<file path="src/rtl/hhpb_pkg.sv">
// ----------------------------------------------------------------------------
// hhpb_pkg
// Shared widths, reset values and control types of the hue histogram peak
// band mask unit.
// ----------------------------------------------------------------------------
package hhpb_pkg;

  localparam int HUE_W        = 8;
  localparam int BAND_W       = 7;
  localparam int HUE_BINS_DEF = 180;
  localparam int COUNT_W_DEF  = 20;

  localparam logic [BAND_W-1:0] BAND_RESET = 7'd5;

  localparam logic KIND_PEAK = 1'b0;
  localparam logic KIND_MASK = 1'b1;

  localparam logic OP_MODEL = 1'b0;
  localparam logic OP_IMAGE = 1'b1;

  // Control from the sequencer to the peak tracker
  typedef struct packed {
    logic             start;  // clear best before a new scan
    logic             vld;    // count from the memory belongs to the scan
    logic [HUE_W-1:0] idx;    // bin index of that count
  } scan_ctl_t;

endpackage

</file>
<file path="src/rtl/hue_histogram_peak_band_mask_unit.sv">
// ----------------------------------------------------------------------------
// hue_histogram_peak_band_mask_unit
// Hue histogram, peak search and band mask over a sample stream.
// ----------------------------------------------------------------------------
// After reset the unit sweeps all HUE_BINS bins (180 by default) of the
// bin memory to zero and takes no transaction in that time. An image sample
// (op = 1) yields a registered mask result. A model sample (op = 0) is a
// memory read followed by a write back of the incremented, saturating
// count. A model sample flagged last_model then scans the bin memory one
// bin per cycle through its single read port, clearing each bin, and
// delivers the peak report once the output register is free. A new sample
// is taken only when the output register is empty or is read in the same
// cycle, so a waiting result holds the input.
// ----------------------------------------------------------------------------
module hue_histogram_peak_band_mask_unit
  import hhpb_pkg::*;
#(
  parameter int HUE_BINS   = HUE_BINS_DEF,
  parameter int COUNT_BITS = COUNT_W_DEF
) (
  input  logic              clk,
  input  logic              rst_n,
  input  logic              cfg_we,
  input  logic [BAND_W-1:0] cfg_wdata,
  input  logic              in_valid,
  output logic              in_ready,
  input  logic              in_op,
  input  logic [HUE_W-1:0]  in_hue,
  input  logic              in_last_model,
  output logic              out_valid,
  input  logic              out_ready,
  output logic              out_kind,
  output logic [HUE_W-1:0]  out_peak_hue,
  output logic              out_inside_res
);

  localparam int IDX_W = (HUE_BINS > 1) ? $clog2(HUE_BINS) : 1;
  localparam logic [HUE_W:0]      BINS_EXT  = (HUE_W+1)'(HUE_BINS);
  localparam logic [IDX_W-1:0]    LAST_IDX  = IDX_W'(HUE_BINS - 1);
  localparam logic [COUNT_BITS-1:0] COUNT_MAX = '1;

  typedef enum logic [2:0] {
    ST_CLEAR,
    ST_IDLE,
    ST_INC,
    ST_SCAN,
    ST_TAIL,
    ST_REPORT
  } state_t;

  state_t state_r, state_nxt;

  logic [BAND_W-1:0] band_r, band_nxt;
  logic [HUE_W-1:0]  peak_r, peak_nxt;
  logic [IDX_W-1:0]  idx_r, idx_nxt;       // clear / scan address
  logic [IDX_W-1:0]  inc_addr_r, inc_addr_nxt;
  logic              inc_vld_r, inc_vld_nxt;
  logic              last_r, last_nxt;
  logic              rdv_r, rdv_nxt;       // scan read data arrives this cycle
  logic [IDX_W-1:0]  rdv_idx_r, rdv_idx_nxt;

  logic              out_valid_r, out_valid_nxt;
  logic              out_kind_r, out_kind_nxt;
  logic [HUE_W-1:0]  out_peak_r, out_peak_nxt;
  logic              out_inside_r, out_inside_nxt;

  logic                  wr_en;
  logic [IDX_W-1:0]      wr_addr;
  logic [COUNT_BITS-1:0] wr_data;
  logic                  rd_en;
  logic [IDX_W-1:0]      rd_addr;
  logic [COUNT_BITS-1:0] rd_data;

  scan_ctl_t        scan_ctl;
  logic [HUE_W-1:0] best_idx;

  logic             out_free;
  logic             in_acc;
  logic [HUE_W-1:0] hue_diff;

  assign out_free = !out_valid_r || out_ready;
  assign in_ready = (state_r == ST_IDLE) && out_free;
  assign in_acc   = in_valid && in_ready;
  assign hue_diff = (in_hue >= peak_r) ? (in_hue - peak_r) : (peak_r - in_hue);

  hhpb_bin_ram #(
    .DEPTH (HUE_BINS),
    .WIDTH (COUNT_BITS),
    .AW    (IDX_W)
  ) u_bin_ram (
    .clk     (clk),
    .wr_en   (wr_en),
    .wr_addr (wr_addr),
    .wr_data (wr_data),
    .rd_en   (rd_en),
    .rd_addr (rd_addr),
    .rd_data (rd_data)
  );

  hhpb_peak_track #(
    .COUNT_BITS (COUNT_BITS)
  ) u_peak_track (
    .clk      (clk),
    .rst_n    (rst_n),
    .ctl      (scan_ctl),
    .count    (rd_data),
    .best_idx (best_idx)
  );

  always_comb begin
    state_nxt      = state_r;
    band_nxt       = cfg_we ? cfg_wdata : band_r;
    peak_nxt       = peak_r;
    idx_nxt        = idx_r;
    inc_addr_nxt   = inc_addr_r;
    inc_vld_nxt    = inc_vld_r;
    last_nxt       = last_r;
    rdv_nxt        = 1'b0;
    rdv_idx_nxt    = rdv_idx_r;
    out_valid_nxt  = out_valid_r && !out_ready;
    out_kind_nxt   = out_kind_r;
    out_peak_nxt   = out_peak_r;
    out_inside_nxt = out_inside_r;

    wr_en          = 1'b0;
    wr_addr        = idx_r;
    wr_data        = '0;
    rd_en          = 1'b0;
    rd_addr        = idx_r;

    scan_ctl.start = 1'b0;
    scan_ctl.vld   = rdv_r;
    scan_ctl.idx   = HUE_W'(rdv_idx_r);

    // Zero the bin whose count just came back from a scan read
    if (rdv_r) begin
      wr_en   = 1'b1;
      wr_addr = rdv_idx_r;
      wr_data = '0;
    end

    unique case (state_r)
      ST_CLEAR: begin
        wr_en   = 1'b1;
        wr_addr = idx_r;
        wr_data = '0;
        idx_nxt = idx_r + 1'b1;
        if (idx_r == LAST_IDX) begin
          idx_nxt   = '0;
          state_nxt = ST_IDLE;
        end
      end
      ST_IDLE: begin
        if (in_acc) begin
          if (in_op == OP_IMAGE) begin
            out_valid_nxt  = 1'b1;
            out_kind_nxt   = KIND_MASK;
            out_peak_nxt   = peak_r;
            out_inside_nxt = ({1'b0, hue_diff} < (HUE_W+1)'(band_r));
          end else begin
            inc_vld_nxt  = ({1'b0, in_hue} < BINS_EXT);
            inc_addr_nxt = IDX_W'(in_hue);
            last_nxt     = in_last_model;
            rd_en        = 1'b1;
            rd_addr      = IDX_W'(in_hue);
            state_nxt    = ST_INC;
          end
        end
      end
      ST_INC: begin
        if (inc_vld_r && (rd_data != COUNT_MAX)) begin
          wr_en   = 1'b1;
          wr_addr = inc_addr_r;
          wr_data = rd_data + 1'b1;
        end
        if (last_r) begin
          scan_ctl.start = 1'b1;
          idx_nxt        = '0;
          state_nxt      = ST_SCAN;
        end else begin
          state_nxt = ST_IDLE;
        end
      end
      ST_SCAN: begin
        rd_en       = 1'b1;
        rd_addr     = idx_r;
        rdv_nxt     = 1'b1;
        rdv_idx_nxt = idx_r;
        idx_nxt     = idx_r + 1'b1;
        if (idx_r == LAST_IDX) begin
          idx_nxt   = '0;
          state_nxt = ST_TAIL;
        end
      end
      ST_TAIL: begin
        // last count is folded into the tracker at this edge
        state_nxt = ST_REPORT;
      end
      ST_REPORT: begin
        if (out_free) begin
          peak_nxt       = best_idx;
          out_valid_nxt  = 1'b1;
          out_kind_nxt   = KIND_PEAK;
          out_peak_nxt   = best_idx;
          out_inside_nxt = 1'b0;
          state_nxt      = ST_IDLE;
        end
      end
      default: state_nxt = ST_IDLE;
    endcase
  end

  always_ff @(posedge clk) begin
    if (!rst_n) begin
      state_r     <= ST_CLEAR;
      band_r      <= BAND_RESET;
      peak_r      <= '0;
      idx_r       <= '0;
      inc_vld_r   <= 1'b0;
      last_r      <= 1'b0;
      rdv_r       <= 1'b0;
      out_valid_r <= 1'b0;
    end else begin
      state_r     <= state_nxt;
      band_r      <= band_nxt;
      peak_r      <= peak_nxt;
      idx_r       <= idx_nxt;
      inc_vld_r   <= inc_vld_nxt;
      last_r      <= last_nxt;
      rdv_r       <= rdv_nxt;
      out_valid_r <= out_valid_nxt;
    end
    inc_addr_r   <= inc_addr_nxt;
    rdv_idx_r    <= rdv_idx_nxt;
    out_kind_r   <= out_kind_nxt;
    out_peak_r   <= out_peak_nxt;
    out_inside_r <= out_inside_nxt;
  end

  assign out_valid      = out_valid_r;
  assign out_kind       = out_kind_r;
  assign out_peak_hue   = out_peak_r;
  assign out_inside_res = out_inside_r;

endmodule

</file>
<file path="src/rtl/hhpb_bin_ram.sv">
// ----------------------------------------------------------------------------
// hhpb_bin_ram
// Histogram bin memory: one write port, one read port, registered read data
// (read-first on an address collision).
// ----------------------------------------------------------------------------
module hhpb_bin_ram #(
  parameter int DEPTH = 180,
  parameter int WIDTH = 20,
  parameter int AW    = 8
) (
  input  logic             clk,
  input  logic             wr_en,
  input  logic [AW-1:0]    wr_addr,
  input  logic [WIDTH-1:0] wr_data,
  input  logic             rd_en,
  input  logic [AW-1:0]    rd_addr,
  output logic [WIDTH-1:0] rd_data
);

  logic [WIDTH-1:0] mem [DEPTH];
  logic [WIDTH-1:0] rd_data_r;

  always_ff @(posedge clk) begin
    if (wr_en) begin
      mem[wr_addr] <= wr_data;
    end
  end

  always_ff @(posedge clk) begin
    if (rd_en) begin
      rd_data_r <= mem[rd_addr];
    end
  end

  assign rd_data = rd_data_r;

endmodule

</file>
<file path="src/rtl/hhpb_peak_track.sv">
// ----------------------------------------------------------------------------
// hhpb_peak_track
// Running maximum over the bin counts streamed out of the memory during a
// scan; a count must be strictly greater to replace the best, so the lowest
// bin wins ties.
// ----------------------------------------------------------------------------
module hhpb_peak_track
  import hhpb_pkg::*;
#(
  parameter int COUNT_BITS = COUNT_W_DEF
) (
  input  logic                  clk,
  input  logic                  rst_n,
  input  scan_ctl_t             ctl,
  input  logic [COUNT_BITS-1:0] count,
  output logic [HUE_W-1:0]      best_idx
);

  logic [HUE_W-1:0]      best_idx_r, best_idx_nxt;
  logic [COUNT_BITS-1:0] best_cnt_r, best_cnt_nxt;

  always_comb begin
    best_idx_nxt = best_idx_r;
    best_cnt_nxt = best_cnt_r;
    if (ctl.start) begin
      best_idx_nxt = '0;
      best_cnt_nxt = '0;
    end else if (ctl.vld && (count > best_cnt_r)) begin
      best_idx_nxt = ctl.idx;
      best_cnt_nxt = count;
    end
  end

  always_ff @(posedge clk) begin
    if (!rst_n) begin
      best_idx_r <= '0;
      best_cnt_r <= '0;
    end else begin
      best_idx_r <= best_idx_nxt;
      best_cnt_r <= best_cnt_nxt;
    end
  end

  assign best_idx = best_idx_r;

endmodule

</file>
<file path="config.mk">
export PLATFORM = sky130hd
export DESIGN_NAME = hue_histogram_peak_band_mask_unit
export DESIGN_NICKNAME = d
export VERILOG_FILES = /design/src/rtl/hhpb_pkg.sv /design/src/rtl/hue_histogram_peak_band_mask_unit.sv /design/src/rtl/hhpb_bin_ram.sv /design/src/rtl/hhpb_peak_track.sv
export SDC_FILE = /design/constraint.sdc
export NUM_CORES = 2
export LEC_CHECK = 0
export BUFFER_PORTS_ARGS = -buffer_cell sky130_fd_sc_hd__buf_2
export CAP_MARGIN = 20
export CORE_MARGIN = 1
export CORE_UTILIZATION = 55
export CTS_BUF_LIST = sky130_fd_sc_hd__clkbuf_8
export DETAILED_ROUTE_END_ITERATION = 16
export GPL_ROUTABILITY_DRIVEN = 1
export PLACE_DENSITY_LB_ADDON = 0.1
export SYNTH_ARGS = -nofsm -noshare
export SYNTH_HDL_FRONTEND = slang
export SYNTH_HIERARCHICAL = 1
export SYNTH_SLANG_ARGS = --single-unit
</file>
<file path="constraint.sdc">
create_clock -name clk -period 23.5 [get_ports clk]
set_input_delay 4.7 -clock clk [delete_from_list [all_inputs] [get_ports clk]]
set_output_delay 4.7 -clock clk [all_outputs]
set_load 0.05 [all_outputs]
</file>
==> results.md <==
Clocking:
- After clock tree synthesis, the setup repair step added 0 buffers.
- The clock root buffer master is clkbuf_8.
- The H-tree was split into 6 levels.
- The maximum clock insertion buffer count is 4.
- The total of hold buffers inserted after clock tree synthesis is 0.
- Clock-pin slew was measured on the worst setup and hold paths at 0.06 ns.
- The later-pin clock latency in the skew report is 1.25 ns.
- CTS saw 3704 sinks.
- TritonCTS created 601 clock buffers.
- TritonCTS built the clock tree.
- In this run, post-CTS repair resized a total of 0 instances.

GRT:
- The via count of the first global-routing pass is 76109.
- The wire length of the first global-routing pass is 556000 µm.
- The initial antenna violation count is 19.
- In this run the most used layer during global routing was met2.
- The global-route total usage across every layer is 0.297.
- The maximum number of pins on one net before global-route repair is 181.
- Summed over all layers, the global routing overflow is 0.
- In the global route stage, met1 resource usage came out at 0.418.
- For this run, global-route usage on met3 was measured as 0.0577.
- The fraction of met2 tracks used by global routing is 0.464.

Logic synthesis:
- When the netlist entered floorplanning its net count stood at 7291.
- For this run, the number of Yosys warnings is 6.
- Of the post-synthesis cell area, the dominant cell type holds 0.754.
- By area the synthesized netlist is led by edfxtp_1 75%, mux4_2 9.6%, mux2i_1 4.5%, o221ai_1 1.6%, dfxtp_1 0.80%.
- The top flip-flop cell by instance count after synthesis is edfxtp_1.
- The synthesized instance count is 7224.
- The synthesized netlist occupies a cell area of 145000 µm².
- Counting flops and latches in the post-synthesis netlist gives 3704.
- The count of flip-flops with a built-in enable after synthesis is 3646.
- Counting flops with an async set or reset pin after synthesis yields a share of 0.
- The number of different library cells in the post-synthesis netlist is 82.
- The post-synthesis sequential area ratio is 0.762.
- The largest area contributor in the netlist is edfxtp_1.
- Dividing the synthesized area by the synthesized cell count gives 20.1 µm².

Worst setup path:
- The startpoint kind of the worst setup timing path is an input port.
- Data on the critical path arrives at its endpoint at 12.24 ns.
- The biggest fanout along the worst timing path is 83.
- The worst register-to-register path ends at u_bin_ram/rd_data[10]$_DFFE_PP_.
- The required time reported for the critical path endpoint is 24.54 ns.
- The critical path is of the input port to register type.
- In this run the critical register-to-register path is launched from out_valid$_SDFF_PN0_.
- Counting cells, the worst reg-to-reg path comes to 16.
- The endpoint type of the worst setup path is a register.
- The reg2reg setup slack is 15.56 ns.

STA:
- Subtracting the final worst setup slack from the clock period gives 11.20 ns.
- At the pin with the least slew margin, the transition time is 1.21 ns.
- Headroom to the max-slew limit came out at 0.194.
- Setup repair after global routing left no endpoint under its margin.
- The final number of hold-violating endpoints came to 0.
- Setup violations remaining at the end of the flow were counted as 0.
- Of the available clock period, the critical path in the final layout requires 0.477.
- The setup skew after layout is 0.0868 ns.
- For this run, the top clock speed supported by timing is 0.0893 GHz.
- The number of slew-limit violations in the final report is 0.
- Setup total negative slack on the finished layout was measured at 0 ns.

Die:
- The site row count is 188.
- The top-level port count is 34.
- The starting density of the core is 0.553.
- Measured along the y axis, the die boundary spans 516 µm.
- The area enclosed by the die boundary is 266000 µm².
- The width of the chip is 516 µm.
- The core region is 263000 µm².

Detailed routing:
- The pre-antenna-repair detailed-routing pass consisted of 6 iterations.
- The routed via count is 75939.
- In the routed design, unresolved DRC markers number 0.
- The sum of routed wire length over all layers is 394000 µm.
- The number of antenna-violating nets in the routed design is 0.
- The number of DRC violations after detailed-routing iteration 0 is 9941.
- Using the TritonRoute via totals, the vias-per-cell ratio works out to 6.50.
- The average detailed-routed wire length per instance is 33.7 µm.

Layout:
- Of the cells placed in the final design, the portion with a size suffix greater than 1 is 0.241.
- The growth of design area from synthesis to finish is 11.6%.
- The filler cells instantiated in the layout total 18552.
- The net count of the finished layout is 7770.

Power:
- The largest vdd supply drop is 0.0000529 V.
- The static power due to leakage is 0.0448 µW.
- The design draws 12800 µW.
- In this run the power density over the cells is 79.2 nW/µm².

Run:
- Across the run, the number of max-cap violations was 0.

Min path:
- The source of the worst hold timing path is rdv_idx_r[2]$_DFFE_PP_.
- For hold timing, the worst endpoint is u_peak_track/best_idx[2]$_SDFFE_PP0P_.
- The instance count along the most critical hold path is 1.
- The worst min-delay path class is register to register.

Run status:
- The run finished with clean final reports.

Placed design:
- Summed over all nets, the half-perimeter wirelength after detailed placement is 221000 µm.
- The number of buffer cells added on primary ports is 33.
- The congestion estimate from routability-driven global placement came to 0.848.
[state kept, by name, indices dropped and copies added (netlist names), 3 cells and up]
register / cells
inc_addr_r: 8
u_bin_ram/mem: 3600
state_r: 3
peak_r: 8
u_peak_track/best_idx: 8
idx_r: 8
rdv_idx_r: 8
band_r: 7
u_bin_ram/rd_data: 20
out_peak_hue: 8
u_peak_track/best_cnt_r: 20
[final cells by class]
class / instances / area [µm²] / share of cell area
Inverter: 56 / 218 / 0.00134
Timing Repair Buffer: 303 / 2540 / 0.0157
Antenna cell: 6 / 15.0 / 0.0000926
Clock inverter: 457 / 2810 / 0.0174
Tap cell: 3515 / 4400 / 0.0271
Multi-Input combinational cell: 3037 / 33200 / 0.205
Sequential cell: 3704 / 111000 / 0.682
Clock buffer: 607 / 8350 / 0.0515
[report_power, final]
group          switching [µW]  total [µW]  internal [µW]  leakage [µW]
Clock                    2580        5260           2680       0.00640
Combinational             262         413            152        0.0107
Sequential               3.99        7170           7160        0.0277
[layer usage]
layer	wire length (µm)	up-vias
li1	-	31269
met1	156000	40100
met2	186000	3879
met3	36300	685
met4	15400	6
met5	47	-
[cell usage in the layout (no fill, tap or decap), types with 12 or more instances in the layout]
cell       Yosys  layout
clkinv_2       0      40
a22oi_1       34      34
nor4_1        34      33
nor3_2         1      15
nand4_1       17      17
a21boi_0      15      15
nor3_1        35      21
a221oi_1      49      49
clkinv_1       1     138
a31oi_1       55      55
nand2_1      282     272
xor2_1        13      13
nor2_2         1      81
nor2_1       245      62
mux2_2        37      37
a32oi_1       33      33
a221o_1       14      14
bufinv_16      0      22
mux4_2       619     619
buf_4         43     241
a21oi_1      131     124
buf_2         71      34
dfxtp_1       58      58
a211oi_1      65      64
nor2b_1       21      19
mux2i_1      656     656
nand3_1       36      32
inv_1         54     250
o221ai_1     261     261
o22ai_1      155     149
nand2b_1      13      12
clkbuf_8       0     607
edfxtp_1    3646    3646
buf_12         8      18
inv_6          0      21
o21ai_0       44      37
nor2_4         0     103
ha_1          43      43
[cells by family after synthesis]
kind of cell / after synthesis / share of synthesized area
xor gates and xnor gates: 23 / 0.00139
AOI/OAI and AO/OA: 925 / 0.0471
DFF: 3704 / 0.762
buffers and inverters: 483 / 0.0194
muxes: 1313 / 0.144
and+or+nand+nor: 731 / 0.0225
adders and majority gates: 45 / 0.00398
[how the worst max path moves through the flow]
stage / from / end / slack (ns) / cells past startpoint
after CTS: out_ready / u_bin_ram/rd_data[10]$_DFFE_PP_ / 12.27 / 17
after detailed placement: out_ready / u_bin_ram/rd_data[10]$_DFFE_PP_ / 10.99 / 17
after global routing: out_ready / u_bin_ram/rd_data[10]$_DFFE_PP_ / 11.76 / 17
after floorplan: out_ready / in_ready / 13.30 / 2
after global placement: out_ready / u_bin_ram/rd_data[10]$_DFFE_PP_ / 11.01 / 17
final: out_ready / u_bin_ram/rd_data[10]$_DFFE_PP_ / 12.30 / 17
[worst max-delay path, cell delays in order]
cell and delay, ns:
buf_2 0.10, nor2b_1 0.65, nor3_2 0.14, nand2_2 0.48, nand2_1 0.18, o21ai_4 0.12, buf_12 0.44, buf_4 0.73
buf_4 0.79, buf_4 0.75, buf_4 0.83, mux2i_1 0.17, o221ai_1 0.26, o22ai_1 0.15, o31ai_1 0.95, nor3_1 0.14
nor4_1 0.30
[cell usage after synthesis, drive strengths merged, types with 55 or more instances]
master and instances:
a211oi 66, edfxtp 3646, mux2i 656, a21oi 139
nand2 284, o221ai 266, dfxtp 58, nor2 246
buf 241, mux4 620, o22ai 155, inv 55
clkbuf 186, a31oi 56
[per-stage QoR]
stage	hold slack, ns	cells	util	setup WS, ns	instance area (µm²)
final	0.486	11685	0.618	12.30	162000
after global routing	0.520	11684	0.618	11.76	162000
after CTS	0.498	11667	0.617	12.27	162000
after detailed placement	0.475	10603	0.574	10.99	151000
after global placement	0.469	10590	0.574	11.01	151000
after floorplan	0.403	7224	-	13.30	145000
No activity file was read; power rests on OpenSTA's default activity.
